$ cat src/rtl/core/rtsc_pkg.sv
package rtsc_pkg;

    // sample and field widths
    localparam int SAMPLE_BITS_DEF = 16;
    localparam int DATA_W          = 16;
    localparam int CFG_W           = 32;
    localparam int CFG_IDX_W       = 3;

    // pressure divider widths: |(z2 - z1 - 2) * x| < 2^33, z1 + 2 < 2^17
    localparam int NUM_W = 33;
    localparam int DEN_W = 17;

    // pressure constants: p = (2500 - t) * 1000 / (2500 - 900) = (2500 - t) * 5 / 8
    localparam int PRESS_BASE  = 2500;
    localparam int PRESS_MUL   = 5;
    localparam int PRESS_SHIFT = 3;
    localparam int PRESS_MAX   = 16'hffff;

    // queue between front and back
    localparam int Q_DEPTH = 2;
    localparam int Q_PTR_W = $clog2(Q_DEPTH);
    localparam int Q_CNT_W = $clog2(Q_DEPTH + 1);

    typedef enum logic [CFG_IDX_W-1:0] {
        REG_INV_X_SPAN = 3'd0,
        REG_INV_Y_SPAN = 3'd1,
        REG_X_SCALE    = 3'd2,
        REG_X_FROM_Y   = 3'd3,
        REG_X_OFFSET   = 3'd4,
        REG_Y_FROM_X   = 3'd5,
        REG_Y_SCALE    = 3'd6,
        REG_Y_OFFSET   = 3'd7
    } t_reg_idx;

    typedef enum logic {
        K_PEN_UP = 1'b0,
        K_CALC   = 1'b1
    } t_kind;

    typedef struct packed {
        logic [DATA_W-1:0] inv_x;
        logic [DATA_W-1:0] inv_y;
        logic [CFG_W-1:0]  xs;
        logic [CFG_W-1:0]  xm;
        logic [CFG_W-1:0]  xo;
        logic [CFG_W-1:0]  ym;
        logic [CFG_W-1:0]  ys;
        logic [CFG_W-1:0]  yo;
    } t_cfg;

    typedef struct packed {
        t_kind             kind;
        logic [DATA_W-1:0] x;
        logic [DATA_W-1:0] y;
        logic [DATA_W-1:0] z1;
        logic [DATA_W-1:0] z2;
    } t_item;

    // travels alongside the pressure divider
    typedef struct packed {
        t_kind             kind;
        logic              neg;
        logic [DATA_W-1:0] cx;
        logic [DATA_W-1:0] cy;
    } t_side;

    // queue control from the front
    typedef struct packed {
        logic full;
        logic push;
    } t_qctl;

endpackage

$ cat src/rtl/core/rtsc_fifo.sv
module rtsc_fifo (
    input  logic                 i_clk,
    input  logic                 i_rst_n,
    input  rtsc_pkg::t_qctl      i_ctl,
    input  rtsc_pkg::t_item      i_item,
    input  logic                 i_pop,
    output logic                 o_full,
    output logic                 o_valid,
    output rtsc_pkg::t_item      o_item
);

    rtsc_pkg::t_item                r_mem [rtsc_pkg::Q_DEPTH];
    logic [rtsc_pkg::Q_PTR_W-1:0]   r_wr;
    logic [rtsc_pkg::Q_PTR_W-1:0]   r_rd;
    logic [rtsc_pkg::Q_CNT_W-1:0]   r_cnt;
    logic                           w_push;
    logic                           w_pop;

    assign w_push  = i_ctl.push;
    assign w_pop   = i_pop && (r_cnt != '0);
    assign o_full  = (r_cnt == rtsc_pkg::Q_CNT_W'(rtsc_pkg::Q_DEPTH));
    assign o_valid = (r_cnt != '0);
    assign o_item  = r_mem[r_rd];

    // storage
    always_ff @(posedge i_clk) begin
        if (w_push) begin
            r_mem[r_wr] <= i_item;
        end
    end

    // pointers and fill count
    always_ff @(posedge i_clk) begin
        if (!i_rst_n) begin
            r_wr  <= '0;
            r_rd  <= '0;
            r_cnt <= '0;
        end else begin
            if (w_push) begin
                r_wr <= r_wr + 1'b1;
            end
            if (w_pop) begin
                r_rd <= r_rd + 1'b1;
            end
            if (w_push && !w_pop) begin
                r_cnt <= r_cnt + 1'b1;
            end else if (!w_push && w_pop) begin
                r_cnt <= r_cnt - 1'b1;
            end
        end
    end

endmodule

$ cat config.mk
export PLATFORM = sky130hd
export DESIGN_NAME = rtsc_fifo
export DESIGN_NICKNAME = d
export VERILOG_FILES = /design/src/rtl/core/rtsc_pkg.sv /design/src/rtl/core/rtsc_fifo.sv
export SDC_FILE = /design/constraint.sdc
export NUM_CORES = 1
export LEC_CHECK = 0
export ABC_CLOCK_PERIOD_IN_PS = 5500
export BUFFER_PORTS_ARGS = -buffer_cell sky130_fd_sc_hd__clkbuf_2
export CORE_MARGIN = 4
export CORE_UTILIZATION = 55
export DETAILED_ROUTE_END_ITERATION = 6
export GPL_TIMING_DRIVEN = 0
export HOLD_SLACK_MARGIN = 0.15
export PLACE_DENSITY = 0.83
export RECOVER_POWER = 100
export SLEW_MARGIN = 20
export SYNTH_ARGS = -nofsm -noshare
export SYNTH_HDL_FRONTEND = slang
export SYNTH_SLANG_ARGS = --single-unit
$ cat constraint.sdc
create_clock -name i_clk -period 5.5 [get_ports i_clk]
set_input_delay 0.55 -clock i_clk [delete_from_list [all_inputs] [get_ports i_clk]]
set_output_delay 0.55 -clock i_clk [all_outputs]
set_load 0.005 [all_outputs]
Word level (Yosys, flattened, before mapping)
Memories as Yosys holds them, arrays and structs flattened. A register that Yosys moved wholly into a read port is not among the register bits.
Index checks and enable logic that the tools add are counted.
Widths: inputs -> output; s select.

word-level totals
  register bits = 4
  latch bits = 0
  RAM bits = 130
  memory bits (read-only) = 0
  input port bits = 70
  output and inout port bits = 67
  word-level logic and storage cells = 22
  memories = 1

memory list
  memory  depth  width  rd ports  clocked after memory_dff  wr ports  RTL line         RTL
  r_mem   2      65     1         1                         1         rtsc_fifo.sv:12  rtsc_pkg::t_item r_mem [rtsc_pkg::Q_DEPTH];

operators by class
  add/sub/neg operators = 4
  $mul = 0
  divide/modulo/power cells = 0
  magnitude comparators = 0
  eq/ne operators = 1
  shift-type cells = 0
  muxes and demuxes = 6
  bitwise gates (word level) = 0
  reduce and logical (&&, ||, !) cells = 7

operators with widths
  operator             number
  $mux 1               4
  $mux 2               2
  $reduce_bool 2->1    2
  $logic_and 1x1->1    3
  $add 1x1->1 const B  2
  $add 2x1->2 const B  1
  $eq 2x2->1 const B   1
  $logic_not 1->1      2
  $sub 2x1->2 const B  1

Depth between registers and ports, before layout
Gate-level depths: netlist of run 1.

  word-level depth = 5
  gate-level depth with buffers = 5
  depth with buffers taken out = 5

Least setup slack after synthesis of run 1
OpenSTA, ideal clock, no wires.

  kind = input-to-reg
  start point = in i_ctl[0] (netlist bit)
  end point = mem r_mem[0][0] (netlist bit) (enable)
  library setup time = 0.497 ns
  arrival = 3.438 ns
  required time = 5.003 ns
  slack = 1.565 ns
  cell stages on the path = 1
  path buffers = 0
  cell sequence = nor2b_1

on the way
  cells in the longest elaborated chain, start to end = 2

ends and longest elaborated chain
  element                       RTL line         RTL
  start, declared               rtsc_fifo.sv:4   input rtsc_pkg::t_qctl i_ctl,
  $mux 1                        rtsc_fifo.sv:27  if (w_push) begin
  $mux 1 (not written as such)  rtsc_fifo.sv:28  r_mem[r_wr] <= i_item;
  end, declared                 rtsc_fifo.sv:12

No other way between the ends.

Worst setup path after layout of run 1
  start point = reg r_wr
  end point = mem r_mem[0][8] (netlist bit) (enable)

RTL lines
  element                 RTL line         RTL
  start, declared         rtsc_fifo.sv:13  logic [rtsc_pkg::Q_PTR_W-1:0] r_wr;
  start signal, assigned  rtsc_fifo.sv:40  r_wr <= r_wr + 1'b1;

Straight into the memory's write port.

==> flow_summary.json, run 1 <==
{
  "core_um2": 8720,
  "die_x_um": 103,
  "via_per_inst": 5.13,
  "cts_resized": 0,
  "whs_ns": 0.235,
  "drive_above_1_share_pct": 37.6,
  "fin_worst_skew_ns": 0.00789,
  "place_congestion": 0.677,
  "cts_hold_buffers": 0,
  "critPathKind": "reg2reg",
  "cp.arrival_ns": 3.27,
  "critical_path.max_fanout": 24,
  "ys_seq_elements": 135,
  "track_usage_pct": 17.4,
  "status": "finished, violations left",
  "routedWlPerCell_um": 18.1,
  "syn-num-nets": 295,
  "final_cell_area_um2": 6200,
  "antenna_found_initial": 0,
  "htreeDepth": 4,
  "violations": "max-capacitance violations, max-slew violations",
  "design.die.area_um2": 10500,
  "grt-ovfl-total": 0,
  "p_total_mw": 2.83,
  "syn_inst": 224,
  "synth.distinct_cells": 17,
  "yosys_warnings": 0,
  "placed_area_um2": 5810,
  "hold_viol": 0,
  "final_nets": 452,
  "min_period_over_period_pct": 57.6,
  "slew_headroom_pct": -38.2,
  "critPathRequiredTime_ns": 5.60,
  "io_pins": 137,
  "end_kind": "flop",
  "ir_drop_v": 0.000310,
  "numCtsBuffers": 17,
  "layout_common_cells": "edfxtp_1, clkbuf_1, mux2_2",
  "grt_pass1_wl_um": 13600,
  "grt_start_max_net_pins": 37,
  "root_buffer": "clkbuf_8",
  "drt_pre_antenna_iters": 4,
  "drc": 0,
  "place.port_buffers": 135,
  "grt_pass1_vias": 2738,
  "cts_tree": "yes",
  "worst_pin_slew_ns": 2.07,
  "num_vias": 2575,
  "yosysSeqAreaShare_pct": 81.3,
  "antenna_left": 0,
  "post_cts_buffers": 0,
  "drtIter0Drc": 80,
  "hold_class": "in2reg",
  "finalCriticalPeriod_ns": 3.17,
  "clk_pin_slew_ns": 0.06,
  "floorplan.rows": 34,
  "area_growth_pct": 25.9,
  "cellPowerDensity_nw_per_um2": 457,
  "syn-cell-area_um2": 4920,
  "cts.sinks": 135,
  "multiInputGateArea_um2": 852,
  "nFillCells": 580,
  "register_area_um2": 4000,
  "fmax_mhz": 316,
  "clk_latency_ns": 0.50,
  "fin_setup_tns_ns": 0,
  "final_common_cell": "edfxtp_1",
  "rsz0062_at_grt": "no",
  "leakage_nw": 2.16,
  "cts_buffer_depth": 2,
  "post-dp-hpwl_um": 5660,
  "die_h_um": 103,
  "cap_violations": 2,
  "setup_violations": 0,
  "diodes": 0,
  "drt_wl_total_um": 9070,
  "final_max_slew_viol_count": 50,
  "postSynthAreaPerCell_um2": 22.0,
  "initial_core_util_pct": 56.5,
  "worstSetupStartpointType": "flop"
}
through the flow:
step                      instances  utilization (%)  setup WS (ns)
after global routing            502             71.1           1.95
after detailed placement        470             66.6           3.59
after global placement          467             65.8         -0.135
after CTS                       502             73.3           3.19
final                           502             71.1           2.33
after floorplan                 224                -           1.56
Yosys cell counts:
cell type  number  area [um^2]
buf_6           5         56.3
or3_1           1         6.26
a21boi_1        1         7.51
mux2_2         65          732
or2_2           1         6.26
xor2_1          1         8.76
and2_1          4         25.0
o21ai_1         1         5.00
edfxtp_1      130         3900
xnor2_1         2         17.5
ha_1            1         12.5
o21ai_0         1         5.00
nor2b_1         3         18.8
buf_4           1         7.51
dfxtp_1         5          100
o21a_1          1         7.51
buf_2           1         5.00
state kept, by name, indices dropped and copies added (netlist names), named ones only:
| signal | count |
|---|---|
| r_rd | 1 |
| r_mem | 130 |
| r_cnt | 2 |
| r_wr | 1 |
per-layer routing:
| metal | GRT usage [%] | up-vias | routed length [um] |
|---|---|---|---|
| met4 | 5.05 | 0 | 90 |
| met5 | 0 | - | 0 |
| met1 | 21.8 | 1265 | 3660 |
| met3 | 6.56 | 12 | 771 |
| li1 | - | 1203 | - |
| met2 | 28.6 | 95 | 4560 |
worst paths after layout:
kind	start	endpoint	slack (ns)	depth (start not counted)
max	r_wr	r_mem[0][8]	2.33	2
min	i_item[26]	r_mem[0][26]	0.23	1
max reg2reg	r_wr	r_mem[0][8]	2.33	2
min reg2reg	r_cnt[1]	r_cnt[1]	0.54	2
power by group:
part	internal, mW	switching [mW]	leakage [nW]	total (mW)
sequential	1.20	0.0239	1.26	1.22
combinational	0.265	0.247	0.623	0.512
clock	0.655	0.442	0.279	1.10
total	2.12	0.713	2.16	2.83
cells by family (layout without fill, tap and decap cells):
kind of cell	count (synthesis)	after routing	synth area share, %
flops	135	135	81.3
mux	65	65	14.9
simple gates	9	9	1.14
buf+inv	7	177	1.40
compound gates	4	4	0.508
xor+xnor	3	3	0.534
fa+ha+maj	1	1	0.254
layout make-up:
cell class                 instances  area share, %
multi-input combinational         82           13.7
timing repair buffer             138           9.70
buffer                             7          0.424
clock buffer                      17           6.68
clock inverter                    15           2.72
sequential                       135           64.6
tap                              108           2.18
critical path, cell delays in order, from the launching register on:
cell and delay [ns]:
dfxtp_1 0.32, nor2b_1 1.27, clkbuf_1 1.16
Power figures use the tool's default switching activity.
==> inputs of run 2 (changes only) <==
Settings changed: ABC_CLOCK_PERIOD_IN_PS 5500 to 3230, CORE_UTILIZATION 55 to 52, PLACE_DENSITY 0.83 to 0.8.
Clock period 5.5 ns to 3.23 ns, I/O delays scaled along.
==> run 2 against run 1 <==
The flow still finishes with violations (max-capacitance violations, max-slew violations). Via count up 12%. Global-route usage increased by 1.6 points. Die area grew 5.3%. Critical path depth rose by 2. Sequential power grew 70%. Register-to-register slack got worse by 1.4 ns. First-iteration DRC count rose by 59%. Hold slack worse by 0.058 ns. Worst setup slack got worse by 1.5 ns.
==> flow_summary.json, run 2 (same netlist as run 1, synthesis figures left out) <==
{
  "critPathKind": "reg2out",
  "reg_top3": "r_mem x130, r_cnt x2",
  "hold_viol": 0,
  "diodes": 0,
  "antenna_found_initial": 0,
  "fin_worst_skew_ns": 0.0136,
  "root_buffer": "clkbuf_8",
  "cts_buffer_depth": 2,
  "antenna_left": 0,
  "htreeDepth": 4,
  "numCtsBuffers": 17,
  "slew_headroom_pct": -6.62,
  "use_met2_pct": 33.8,
  "grt_pass1_wl_um": 16000,
  "min_period_over_period_pct": 74.6,
  "drt_wl_total_um": 9990,
  "rsz0062_at_grt": "no",
  "busiest_layer": "met2",
  "clk_pin_slew_ns": 0.06,
  "cellPowerDensity_nw_per_um2": 700,
  "floorplan.rows": 35,
  "grt_pass1_vias": 3146,
  "leakage_nw": 2.41,
  "cts.sinks": 135,
  "grt-ovfl-total": 0,
  "multiInputGateArea_um2": 860,
  "nFillCells": 619,
  "design.die.area_um2": 11100,
  "grtUsageMet1_pct": 21.5,
  "use_met3_pct": 6.12,
  "num_vias": 2889,
  "drt_pre_antenna_iters": 4,
  "drc": 0,
  "post-dp-hpwl_um": 5880,
  "hold_class": "in2reg",
  "violations": "max-capacitance violations, max-slew violations",
  "fmax_mhz": 415,
  "place.port_buffers": 135,
  "end_kind": "output pin",
  "final_max_slew_viol_count": 33,
  "final_common_cell": "edfxtp_1",
  "largest_register": "r_mem",
  "clk_latency_ns": 0.51,
  "ir_drop_v": 0.000438,
  "worst_pin_slew_ns": 1.60,
  "setup_violations": 0,
  "register_area_um2": 4000,
  "status": "finished, violations left",
  "drtIter0Drc": 127,
  "stdcell_count": 589,
  "fin_setup_tns_ns": 0,
  "largest_reg_flops": 130,
  "cap_violations": 1,
  "routedWlPerCell_um": 17.0,
  "place_inst": 491,
  "place_congestion": 0.663,
  "post_cts_buffers": 0,
  "final_nets": 518,
  "grt_start_max_net_pins": 34,
  "core_um2": 9240,
  "cp.arrival_ns": 2.09,
  "finalCriticalPeriod_ns": 2.41,
  "track_usage_pct": 19.1,
  "cts_tree": "yes",
  "initial_core_util_pct": 53.3,
  "via_per_inst": 4.90,
  "worstSetupStartpointType": "flop",
  "drive_above_1_share_pct": 31.5,
  "layout_common_cells": "edfxtp_1, clkbuf_1, dlygate4sd3_1",
  "critical_path.max_fanout": 10,
  "critPathRequiredTime_ns": 2.91,
  "io_pins": 137,
  "die_x_um": 105,
  "die_h_um": 105,
  "area_growth_pct": 40.1
}
==> run 2: final timing paths <==
| path | start | end | slack (ns) | depth (start not counted) |
|---|---|---|---|---|
| worst max-delay path | flop | o_item[47] | 0.82 | 4 |
| worst min-delay path | i_ctl[0] | r_wr | 0.18 | 3 |
| worst max register to register | r_wr | r_mem[1][26] | 0.96 | 2 |
| worst min register to register | r_cnt[1] | r_cnt[1] | 0.58 | 2 |
==> run 2: metrics by stage <==
| step | power, mW | hold WS, ns | instance area [um^2] | worst slack (ns) | util (%) |
|---|---|---|---|---|---|
| 2_1_floorplan | 2.71 | 0.422 | 4930 | 0.751 | - |
| 3_3_place_gp | 3.07 | 0.488 | 5760 | -0.228 | 62.4 |
| 6_report | 4.83 | 0.177 | 6900 | 0.821 | 74.7 |
| 5_1_grt | 5.04 | 0.156 | 6900 | 0.646 | 74.7 |
| 4_1_cts | 4.91 | 0.152 | 7040 | 1.18 | 76.2 |
| 3_5_place_dp | 3.10 | 0.502 | 5840 | 1.50 | 63.2 |
==> run 2: what timing repair did <==
| item | in CTS | in global routing |
|---|---|---|
| resized for setup | 0 | 0 |
| hold buffers | 66 | 0 |
| endpoints found under the hold margin | 135 | 0 |
==> run 2: per-layer routing <==
layer,up-vias,wire length [um],share of wire [%]
li1,1334,-,-
met1,1427,3850,39
met2,114,5420,54
met3,14,587,5.9
met4,0,127,1.3
met5,-,0,0
==> run 2: final cells by class <==
| cell class | count | area share (%) |
|---|---|---|
| sequential | 135 | 58.0 |
| timing repair buffer | 204 | 18.4 |
| multi-input combinational | 82 | 12.5 |
| clock buffer | 19 | 6.11 |
| tap | 129 | 2.34 |
| clock inverter | 13 | 1.78 |
| buffer | 7 | 0.925 |
==> run 2: power breakdown <==
group,internal (mW),switching [mW],total (mW)
logic,0.542,0.452,0.994
clock network,1.03,0.724,1.75
registers,2.04,0.0429,2.08
==> run 2: worst max-delay path, stage by stage, from the launching register on <==
cell and delay, ns:
dfxtp_1 0.32, clkbuf_1 0.54, buf_6 0.25, mux2_2 0.36, clkbuf_1 0.11
