**src/rtl/core/rtsc_pkg.sv**
```systemverilog
package rtsc_pkg;

    // sample and field widths
    localparam int SAMPLE_BITS_DEF = 16;
    localparam int DATA_W          = 16;
    localparam int CFG_W           = 32;
    localparam int CFG_IDX_W       = 3;

    // pressure divider widths: |(z2 - z1 - 2) * x| < 2^33, z1 + 2 < 2^17
    localparam int NUM_W = 33;
    localparam int DEN_W = 17;

    // pressure constants: p = (2500 - t) * 1000 / (2500 - 900) = (2500 - t) * 5 / 8
    localparam int PRESS_BASE  = 2500;
    localparam int PRESS_MUL   = 5;
    localparam int PRESS_SHIFT = 3;
    localparam int PRESS_MAX   = 16'hffff;

    // queue between front and back
    localparam int Q_DEPTH = 2;
    localparam int Q_PTR_W = $clog2(Q_DEPTH);
    localparam int Q_CNT_W = $clog2(Q_DEPTH + 1);

    typedef enum logic [CFG_IDX_W-1:0] {
        REG_INV_X_SPAN = 3'd0,
        REG_INV_Y_SPAN = 3'd1,
        REG_X_SCALE    = 3'd2,
        REG_X_FROM_Y   = 3'd3,
        REG_X_OFFSET   = 3'd4,
        REG_Y_FROM_X   = 3'd5,
        REG_Y_SCALE    = 3'd6,
        REG_Y_OFFSET   = 3'd7
    } t_reg_idx;

    typedef enum logic {
        K_PEN_UP = 1'b0,
        K_CALC   = 1'b1
    } t_kind;

    typedef struct packed {
        logic [DATA_W-1:0] inv_x;
        logic [DATA_W-1:0] inv_y;
        logic [CFG_W-1:0]  xs;
        logic [CFG_W-1:0]  xm;
        logic [CFG_W-1:0]  xo;
        logic [CFG_W-1:0]  ym;
        logic [CFG_W-1:0]  ys;
        logic [CFG_W-1:0]  yo;
    } t_cfg;

    typedef struct packed {
        t_kind             kind;
        logic [DATA_W-1:0] x;
        logic [DATA_W-1:0] y;
        logic [DATA_W-1:0] z1;
        logic [DATA_W-1:0] z2;
    } t_item;

    // travels alongside the pressure divider
    typedef struct packed {
        t_kind             kind;
        logic              neg;
        logic [DATA_W-1:0] cx;
        logic [DATA_W-1:0] cy;
    } t_side;

    // queue control from the front
    typedef struct packed {
        logic full;
        logic push;
    } t_qctl;

endpackage

```
**src/rtl/core/rtsc_front.sv**
```systemverilog
module rtsc_front #(
    parameter int SAMPLE_BITS = rtsc_pkg::SAMPLE_BITS_DEF
) (
    input  logic                       i_in_valid,
    output logic                       o_in_ready,
    input  logic                       i_pen_up,
    input  logic                       i_data_ready,
    input  logic [rtsc_pkg::DATA_W-1:0] i_raw_x,
    input  logic [rtsc_pkg::DATA_W-1:0] i_raw_y,
    input  logic [rtsc_pkg::DATA_W-1:0] i_raw_z1,
    input  logic [rtsc_pkg::DATA_W-1:0] i_raw_z2,
    input  rtsc_pkg::t_cfg             i_cfg,
    input  logic                       i_q_full,
    output rtsc_pkg::t_qctl            o_qctl,
    output rtsc_pkg::t_item            o_item
);

    localparam logic [rtsc_pkg::DATA_W-1:0] MASK =
        rtsc_pkg::DATA_W'((64'd1 << SAMPLE_BITS) - 64'd1);

    logic [rtsc_pkg::DATA_W-1:0] w_z1;
    logic                        w_accept;
    logic                        w_drop;

    // optional inversion against a span, clamped at zero
    function automatic logic [rtsc_pkg::DATA_W-1:0] prep_axis(
        input logic [rtsc_pkg::DATA_W-1:0] raw,
        input logic [rtsc_pkg::DATA_W-1:0] span
    );
        logic [rtsc_pkg::DATA_W-1:0] v;
        logic [rtsc_pkg::DATA_W:0]   diff;
        v    = raw & MASK;
        diff = {1'b0, span} - {1'b0, v};
        if (span != '0) begin
            v = diff[rtsc_pkg::DATA_W] ? '0 : diff[rtsc_pkg::DATA_W-1:0];
        end
        return v;
    endfunction

    assign w_z1       = i_raw_z1 & MASK;
    assign o_in_ready = !i_q_full;
    assign w_accept   = i_in_valid && !i_q_full;

    // pen-down samples without data or with zero z1 give nothing
    assign w_drop = !i_pen_up && (!i_data_ready || (w_z1 == '0));

    assign o_qctl.full = i_q_full;
    assign o_qctl.push = w_accept && !w_drop;

    // classify and prepare the axes
    always_comb begin
        o_item.kind = i_pen_up ? rtsc_pkg::K_PEN_UP : rtsc_pkg::K_CALC;
        o_item.x    = prep_axis(i_raw_x, i_cfg.inv_x);
        o_item.y    = prep_axis(i_raw_y, i_cfg.inv_y);
        o_item.z1   = w_z1;
        o_item.z2   = i_raw_z2 & MASK;
    end

endmodule

```
**config.mk**
```make
export PLATFORM = sky130hd
export DESIGN_NAME = rtsc_front
export DESIGN_NICKNAME = d
export VERILOG_FILES = /design/src/rtl/core/rtsc_pkg.sv /design/src/rtl/core/rtsc_front.sv
export SDC_FILE = /design/constraint.sdc
export NUM_CORES = 1
export LEC_CHECK = 0
export ABC_AREA = 1
export BUFFER_PORTS_ARGS = -buffer_cell sky130_fd_sc_hd__buf_2
export CAP_MARGIN = 5
export CORE_AREA = 2 2 140 142
export DETAILED_ROUTE_END_ITERATION = 12
export DIE_AREA = 0 0 142 144
export GPL_ROUTABILITY_DRIVEN = 0
export PLACE_DENSITY = 0.59
export REMOVE_ABC_BUFFERS = 1
export SLEW_MARGIN = 0
export SYNTH_ARGS = -nofsm -noshare
export SYNTH_HDL_FRONTEND = slang
export SYNTH_SLANG_ARGS = --single-unit
```
**constraint.sdc**
```tcl
create_clock -name vclk -period 1.8
set_input_delay 0.18 -clock vclk [all_inputs]
set_output_delay 0.18 -clock vclk [all_outputs]
set_load 0.02 [all_outputs]
```
# Word level (Yosys, flattened, before mapping)
# Index checks and enable logic that the tools add are counted.
[totals]
register_bits = 0
word_cells = 18
[op_classes]
add_sub_neg = 2
n_mux = 5
reduce_logical = 11
[op_table]
columns = ["cell", "n"]
rows = [
  ["16-bit two-way mux", 4],
  ["16-bit by 16-bit subtractor with 17-bit output", 2],
  ["16-bit nonzero test", 2],
  ["16-bit logical NOT", 1],
  ["1-bit logical NOT", 4],
  ["1-bit logical AND", 3],
  ["1-bit logical OR", 1],
  ["1-bit two-way mux", 1],
]

# Longest topological paths before layout
# Gate-level depths: netlist of run 1.
[depth]
word_depth = 5
mapped_depth = 14
mapped_depth_nobuf = 14

# Worst setup path after synthesis of run 1
# No wires, ideal clock.
[synth_path]
path_type = "in2out"
from = "input port i_cfg[192] in the netlist's numbering"
to = "output port o_item[43] in the netlist's numbering"
arrival_time_ps = 1817
required_time_ps = 1620
path_slack_ps = -197
stages = 12
cell_sequence = "inv_1 -> ha_1 -> fa_1 -> inv_1 -> nand2_1 -> nand2_1 -> nand3_1 -> nand2_1 -> nand2_1 -> nand2_1 -> nand2_2 -> o21ai_0"
[synth_rtl]
columns = ["element", "line", "rtl"]
rows = [
  ["start, declared", "rtsc_front.sv:12", "input rtsc_pkg::t_cfg i_cfg,"],
  ["end, declared", "rtsc_front.sv:15", "output rtsc_pkg::t_item o_item"],
]

==> results.md, run 1 <==
- Cells after DPL: 1,048
- Ant. Diodes: 0
- Most frequent cells in the layout: nand2_1 (199), inv_1 (131), buf_2 (100)
- Core Region: 19,100 µm²
- Met3 Routed Length: 737 µm
- Initial DRT Pass Iterations: 4
- Avg Cell Area, Syn: 5.05 µm²
- DIE WIDTH: 142 µm
- Final ANT Viol Nets: 0
- Pwr Density: 379 nW/µm²
- Design Area, Final: 5360 µm²
- Full die area: 20,400 µm²
- Synth unique cells: 23
- Layout Cells excl Fill: 1,052
- Peak supply drop: 0.246 mV
- Period minus WS final: 2.05 ns
- Mapped Area: 3110 µm²
- Initial antenna violation count: 0
- Routed WL: 12.8 mm
- Vias in the first global route: 4,162
- Commonest non-fill, non-tap cell in the layout: nand2_1
- Req. time, crit path: 1.62 ns
- Arrival @ worst endpoint: 1.87 ns
- Top sig layer: met4
- Crit-path max FO: 7
- Post-synthesis cell count: 617
- DP Area: 4540 µm²
- Initial drt markers: 123
- Row cnt: 51
- Hold_buf cts: 0
- Layout cells sized above 1: 42.9%
- Max Slew Vio Count: 0
- Port bufs: 136
- Max_slew headroom: 74.4%
- Die height: 144 µm
- Seq/Total Area, Yosys: 0%
- RSZ-0062 raised after global routing: yes
- Ys Warns: 0
- Pin count of the biggest net entering global routing: 17
- Max_cap viols: 0
- Final #Nets: 1,144
- Wire per inst: 12.2 µm
- Worst slew pin tran: 0.381 ns
- Fin worst setup slack: -0.247 ns
- Detailed Place HPWL: 10.9 mm
- Clk_buf instances: 0
- Area Overhead vs Synth: 72.0%
- M1 WL: 5.88 mm
- Global-route wire length before repair: 19.6 mm
- GRT overflow: 0
- Flip-flop and latch area: 0 µm²
- Residual DRC: 0
- DR vias: 4,238
- Failing checks: setup timing
- IO Pins: 360
- Setup Viol. Count Final: 32
- Tot GR Track Use: 11.9%
- Endpoints failing hold: 0
- Worst min-delay path category: input pin to primary output
- CP Launch Type: input pin
- Setup Crit Path Kind: input pin to primary output
- Status: complete, but fails checks
- Count of flip-flops and latches: 0
- Starting Density: 16.3%
- F_max: 489 MHz
- Nature of the critical path endpoint: primary output
- Leakage: 3.10 nW
- Vias/cell: 4.03
- Met2 WL post-DR: 5.69 mm
- Tcrit/Tclk final: 114%
path summary, 6_finish.rpt:
kind | startpoint | end | slack [ns] | cells after the start
setup / recovery | i_cfg[208] | o_item[48] | -0.25 | 15
hold / removal | i_raw_z2[15] | o_item[15] | 0.36 | 0
cell usage after synthesis, drive strengths merged:
cell type,count,area share [%]
and2,10,2.0
buf,37,9.0
nand3,45,7.2
nor2,47,5.9
nand4,10,2.0
xor2,4,1.1
ha,34,14
o21ai,22,5.5
clkbuf,3,0.36
xnor2,10,2.8
fa,2,1.3
o22ai,4,0.80
inv,137,17
nand2,230,28
nand3b,1,0.24
nor4,2,0.40
a21oi,19,3.1
timing repair:
action	4_1_cts	5_1_grt
setup buffers	2	3
gates resized for setup	111	84
hold endpoints to repair	0	0
endpoints found under the setup margin	32	32
pin swaps	20	20
cloned	0	0
metrics by stage:
stage	total power, mW	setup slack [ns]	util, %	hold slack, ns	TNS (ns)
3_3_place_gp	1.57	-0.728	23.8	0.360	-10.12
4_1_cts	1.81	-0.238	25.8	0.360	-5.97
3_5_place_dp	1.58	-0.657	23.8	0.360	-10.37
2_1_floorplan	0.838	-0.353	-	0.360	-4.72
6_report	2.03	-0.247	28.1	0.360	-5.65
5_1_grt	2.22	-0.335	28.1	0.360	-8.94
cells by family (layout without fill, tap and decap cells):
logic type / after synthesis / count (layout) / synth area share, %
fa+ha+maj: 36 / 36 / 15.0
simple gates: 345 / 345 / 45.9
xor+xnor: 14 / 14 / 3.94
buf+inv: 177 / 374 / 25.9
compound gates: 45 / 45 / 9.32
cell type report:
| cell class | count | area [µm²] |
|---|---|---|
| repair buffers | 237 | 1700 |
| multi-input cells | 440 | 2830 |
| fillers | 2148 | 13700 |
| well taps | 238 | 298 |
| inverters | 137 | 527 |
metal layers:
metal  track usage [%]  up-vias
li1                  -     2235
met1              16.1     1853
met2              20.0      130
met3             0.563       20
met4              4.26        0
met5                 0        -
power by group:
group	switching [mW]	internal [mW]
registers	0	0
clock network	0	0
logic	1.09	0.942
worst max-delay path, stage by stage:
cell and delay [ns]:
buf_6 0.07, inv_4 0.03, ha_4 0.14, fa_2 0.35, inv_2 0.07, nand2_1 0.04, nand2_1 0.07, nand3_1 0.09
nand2_1 0.10, nand2_1 0.07, nand2_2 0.12, nand2_8 0.11, buf_8 0.16, o21ai_4 0.13, buf_6 0.13
No activity file was read; power rests on OpenSTA's default activity.
==> run 2, diff against run 1 <==
--- a/config.mk
+++ b/config.mk
@@ -13,8 +13,9 @@
 export DIE_AREA = 0 0 142 144
 export GPL_ROUTABILITY_DRIVEN = 0
 export PLACE_DENSITY = 0.59
+export RECOVER_POWER = 50
 export REMOVE_ABC_BUFFERS = 1
-export SLEW_MARGIN = 0
+export SLEW_MARGIN = 10
 export SYNTH_ARGS = -nofsm -noshare
 export SYNTH_HDL_FRONTEND = slang
 export SYNTH_SLANG_ARGS = --single-unit
==> run 2 against run 1 <==
Net effect: the flow still finishes with violations (setup timing); global-route usage did not move; maximum frequency is essentially flat; combinational power about the same; worst hold slack is the same; core utilization about the same; final area barely moved; power barely moved; critical path type unchanged; largest power group unchanged; highest routed layer unchanged.
==> results.md, run 2 (synthesis results as in run 1) <==
- Vias in the first global route: 4,162 (unchanged)
- Worst min-delay path category: input pin to primary output
- Worst slew pin tran: 0.381 ns (unchanged)
- Tot GR Track Use: 11.9% (unchanged)
- Arrival @ worst endpoint: 1.87 ns (about the same)
- CP Launch Type: input pin
- Status: complete, but fails checks
- Wire per inst: 12.2 µm (unchanged)
- Leakage: 3.09 nW (-0.18%)
- Max_cap viols: 0 (unchanged)
- Core Region: 19,100 µm² (unchanged)
- Place WS: -0.657 ns (unchanged)
- Period minus WS final: 2.05 ns (+0.0000260 ns)
- IO Pins: 360 (unchanged)
- Final ANT Viol Nets: 0 (unchanged)
- Initial DRT Pass Iterations: 4 (unchanged)
- Pin count of the biggest net entering global routing: 17 (unchanged)
- Detailed Place HPWL: 10.9 mm (unchanged)
- Req. time, crit path: 1.62 ns (about the same)
- Hold EP: o_item[15]
- Global-route wire length before repair: 19.6 mm (unchanged)
- Pwr Density: 379 nW/µm² (about the same)
- Utilization after layout: 28.1% (about the same)
- Hold_buf cts: 0 (unchanged)
- Initial drt markers: 123 (unchanged)
- Peak supply drop: 0.246 mV (unchanged)
- Crit path from: i_cfg[208]
- Setup Crit Path Kind: input pin to primary output
- Max_slew headroom: 74.4% (unchanged)
- RSZ-0062 raised after global routing: yes
- Routed WL: 12.8 mm (unchanged)
- Residual DRC: 0 (unchanged)
- Clk_buf instances: 0 (unchanged)
- Area Overhead vs Synth: 71.9% (about the same)
- Ant. Diodes: 0 (unchanged)
- Fin worst setup slack: -0.247 ns (-0.0000260 ns)
- Count of flip-flops and latches: 0 (unchanged)
- DIE WIDTH: 142 µm (unchanged)
- F_max: 489 MHz (about the same)
- Failing checks: setup timing
- Starting Density: 16.3% (unchanged)
- Port bufs: 136 (unchanged)
- HP Start: i_raw_z2[15]
- Full die area: 20,400 µm² (unchanged)
- Final #Nets: 1,144 (unchanged)
- Setup Viol. Count Final: 32 (unchanged)
- Max Slew Vio Count: 0 (unchanged)
- Hold path cells: 0 (unchanged)
- GRT overflow: 0 (unchanged)
- Die height: 144 µm (unchanged)
- Layout cells sized above 1: 42.6% (-0.25 points)
- Tcrit/Tclk final: 114% (about the same)
- Most frequent cells in the layout: nand2_1 (199), inv_1 (131), buf_4 (99)
- Initial antenna violation count: 0 (unchanged)
- Endpoints failing hold: 0 (unchanged)
- Row cnt: 51 (unchanged)
- Commonest non-fill, non-tap cell in the layout: nand2_1
- Flip-flop and latch area: 0 µm² (unchanged)
- Vias/cell: 4.03 (unchanged)
- Crit-path max FO: 7 (unchanged)
- DR vias: 4,238 (unchanged)
- Total Negative Setup Slacks: -5.65 ns (-0.000420 ns)
- Nature of the critical path endpoint: primary output
-- run 2: cell count changes in the layout (fill, tap and decap cells not counted) --
cell | previous run | this run
clkbuf_1 | 0 | 2
buf_2 | 100 | 98
-- run 2: final cells by class --
type | instances | area, µm²
tap | 238 | 298
timing repair buffer | 237 | 1690
fill | 2150 | 13700
inverter | 137 | 527
multi-input combinational | 440 | 2830
-- run 2: critical path, cell delays in order --
cell and delay [ns]:
buf_6 0.07, inv_4 0.03, ha_4 0.14, fa_2 0.35
inv_2 0.07, nand2_1 0.04, nand2_1 0.07, nand3_1 0.09
nand2_1 0.10, nand2_1 0.07, nand2_2 0.12, nand2_8 0.11
buf_8 0.16, o21ai_4 0.13, buf_6 0.13
-- run 2: worst max-delay path by stage --
stage,endpoint,slack (ns),cells after the start
final,o_item[48],-0.25,15
after global routing,o_item[48],-0.34,15
after CTS,o_item[42],-0.24,15
after detailed placement,o_item[43],-0.66,14
after global placement,o_item[43],-0.73,13
after floorplan,o_item[43],-0.35,12
-- run 2: repair_timing --
item                                    in CTS  in global routing
pin swaps                                   20                 20
endpoints found under the setup margin      32                 32
resized for setup                          111                 84
setup buffers                                2                  3
-- run 2: per-stage QoR --
step           hold WS, ns  cell area (µm²)  power [mW]  std cells
4_1_cts              0.360             4930        1.81       1049
2_1_floorplan        0.360             2820       0.838        577
3_5_place_dp         0.360             4540        1.58       1048
5_1_grt              0.360             5350        2.22       1052
3_3_place_gp         0.360             4540        1.57       1048
6_report             0.360             5350        2.03       1052
-- run 2: metal layers --
metal | wire length [µm] | track usage, %
met4 | 524 | 4.26
met2 | 5690 | 20.0
met1 | 5880 | 16.1
met3 | 737 | 0.563
met5 | 0 | 0
-- run 2: power by group --
part / internal, mW / leakage [nW] / total, mW / switching (mW)
combinational: 0.942 / 3.09 / 2.03 / 1.09
clock: 0 / 0 / 0 / 0
sequential: 0 / 0 / 0 / 0
total: 0.942 / 3.09 / 2.03 / 1.09
==> run 3, diff against run 2 <==
--- a/config.mk
+++ b/config.mk
@@ -7,7 +7,7 @@
 export LEC_CHECK = 0
 export ABC_AREA = 1
 export BUFFER_PORTS_ARGS = -buffer_cell sky130_fd_sc_hd__buf_2
-export CAP_MARGIN = 5
+export CAP_MARGIN = 10
 export CORE_AREA = 2 2 140 142
 export DETAILED_ROUTE_END_ITERATION = 12
 export DIE_AREA = 0 0 142 144
==> constraint.sdc (replaced) <==
create_clock -name vclk -period 1.8
set_input_delay 0.27 -clock vclk [all_inputs]
set_output_delay 0.27 -clock vclk [all_outputs]
set_load 0.02 [all_outputs]
==> run 3 against run 2 <==
Net effect: the flow still finishes with violations (setup timing); core utilization grew 0.87 points; critical path depth unchanged; flip-flop and latch count unchanged; worst setup slack worse by 0.15 ns; final cell count rose by 1.2%; combinational power is 2% higher; first-iteration DRC count increased by 40%; non-clock buffer count is 13 higher; global-route usage decreased by 0.23 points; routed wire length is 1.6% higher; via count is 1.5% higher; critical endpoint is now o_item[59].
==> results.md, run 3 (synthesis results as in run 1) <==
- Area Overhead vs Synth: 77.3%
- Failing checks: setup timing
- Design Area, Final: 5520 µm² (+3.1%)
- F_max: 455 MHz (-6.9%)
- Initial drt markers: 172 (+40%)
- Clk_buf instances: 0 (unchanged)
- Max_slew headroom: 75.5% (+1.1 points)
- Final #Nets: 1,157 (+1.1%)
- Residual DRC: 0 (unchanged)
- GRT overflow: 0 (unchanged)
- Switching Fraction: 52.8% (-0.81 points)
- Layout cells sized above 1: 45.2% (+2.6 points)
- Wire per inst: 12.2 µm (+0.34%)
- Hold EP: o_item[15]
- DP Area: 4600 µm² (+1.3%)
- Vias/cell: 4.04 (+0.22%)
- Global-route wire length before repair: 18.9 mm (-3.5%)
- Flip-flop and latch area: 0 µm² (unchanged)
- Full die area: 20,400 µm² (unchanged)
- Hold_buf cts: 0 (unchanged)
- Crit-path max FO: 8 (+1)
- Endpoints failing hold: 0 (unchanged)
- Initial DRT Pass Iterations: 4 (unchanged)
- Most frequent cells in the layout: nand2_1 (189), inv_1 (129), buf_4 (107)
- Port bufs: 136 (unchanged)
- Routed WL: 13.0 mm (+1.6%)
- Period minus WS final: 2.20 ns (+0.151 ns)
- Pwr Density: 378 nW/µm² (-0.38%)
- DIE WIDTH: 142 µm (unchanged)
- Hold path cells: 0 (unchanged)
- Ant. Diodes: 0 (unchanged)
- Die height: 144 µm (unchanged)
- Core Region: 19,100 µm² (unchanged)
- Peak supply drop: 0.248 mV (+0.78%)
- Commonest non-fill, non-tap cell in the layout: nand2_1
- Arrival @ worst endpoint: 1.93 ns (+0.06 ns)
- CP Launch Type: input pin
- Pin count of the biggest net entering global routing: 17 (unchanged)
- DR vias: 4,300 (+1.5%)
- Vias in the first global route: 3,968 (-4.7%)
- Req. time, crit path: 1.53 ns (-0.09 ns)
- Max Slew Vio Count: 0 (unchanged)
- Detailed Place HPWL: 10.8 mm (-0.58%)
- Nature of the critical path endpoint: primary output
- Max_cap viols: 0 (unchanged)
- Starting Density: 16.3% (unchanged)
- Worst slew pin tran: 0.366 ns (-0.0153 ns)
- Initial antenna violation count: 0 (unchanged)
- RSZ-0062 raised after global routing: yes
- Status: complete, but fails checks
- Count of flip-flops and latches: 0 (unchanged)
- HP Start: i_raw_z2[15]
- Final ANT Viol Nets: 0 (unchanged)
- Tot GR Track Use: 11.6% (-0.23 points)
- Place WS: -0.867 ns (-0.209 ns)
- Setup Crit Path Kind: input pin to primary output
- Tcrit/Tclk final: 122% (+8.4 points)
- Internal: 984 µW (+4.5%)
- Worst min-delay path category: input pin to primary output
- Register share of total power: 0% (unchanged)
- Net switching power: 1.10 mW (+1.2%)
- Leakage: 3.18 nW (+2.7%)
- Setup Viol. Count Final: 32 (unchanged)
- Comb power frac: 100.0% (about the same)
- Row cnt: 51 (unchanged)
- IO Pins: 360 (unchanged)
- Clk pwr share: 0% (unchanged)
- Fin worst setup slack: -0.398 ns (-0.151 ns)
==> run 3: per-stage QoR <==
step,TNS (ns),instances,hold WS (ns),total power [mW],utilization [%]
finish,-10.89,1065,0.540,2.08,28.9
global route,-13.32,1065,0.540,2.27,28.9
CTS,-11.60,1062,0.540,1.87,26.7
detailed placement,-16.11,1056,0.540,1.58,24.1
global placement,-16.16,1056,0.540,1.58,24.1
floorplan,-10.48,577,0.540,0.838,-
==> run 3: critical path, stage by stage <==
cell and delay, ns:
buf_6 0.07, inv_4 0.03, ha_4 0.14, fa_2 0.35
inv_2 0.07, nand2_1 0.04, nand2_1 0.07, nand3_1 0.08
nand2_1 0.10, nand2_1 0.07, nand2_2 0.11, nand2_8 0.10
buf_6 0.14, o21ai_2 0.14, buf_6 0.13
==> run 3: area by class of cell <==
cell class                 instances  area [µm²]
fill                            2055       13600
tap                              238         298
inverter                         137         524
timing repair buffer             250        1810
multi-input combinational        440        2890
==> run 3: repair_timing <==
action / in CTS / in global routing
setup buffers: 6 / 6
setup endpoints to repair: 32 / 32
pin swaps: 22 / 26
resized for setup: 123 / 91
==> run 3: how the worst max path moves through the flow <==
| stage | startpoint | endpoint | depth (start not counted) |
|---|---|---|---|
| global placement | i_raw_y[0] | o_item[43] | 13 |
| detailed placement | i_raw_y[0] | o_item[43] | 13 |
| finish | i_cfg[208] | o_item[59] | 15 |
| global route | i_cfg[208] | o_item[59] | 15 |
| CTS | i_cfg[192] | o_item[42] | 15 |
| floorplan | i_cfg[192] | o_item[43] | 12 |
==> run 3: power by group through the flow <==
stage,combinational [mW],clock (mW),sequential (mW)
floorplan,0.838,0,0
global placement,1.58,0,0
detailed placement,1.58,0,0
CTS,1.87,0,0
global route,2.27,0,0
finish,2.08,0,0
==> run 3: per-layer routing <==
layer  GRT usage [%]  part of all wire, %
met1            16.0                   43
met2            19.3                   45
met3           0.298                  7.6
met4            4.68                  4.3
met5               0                    0
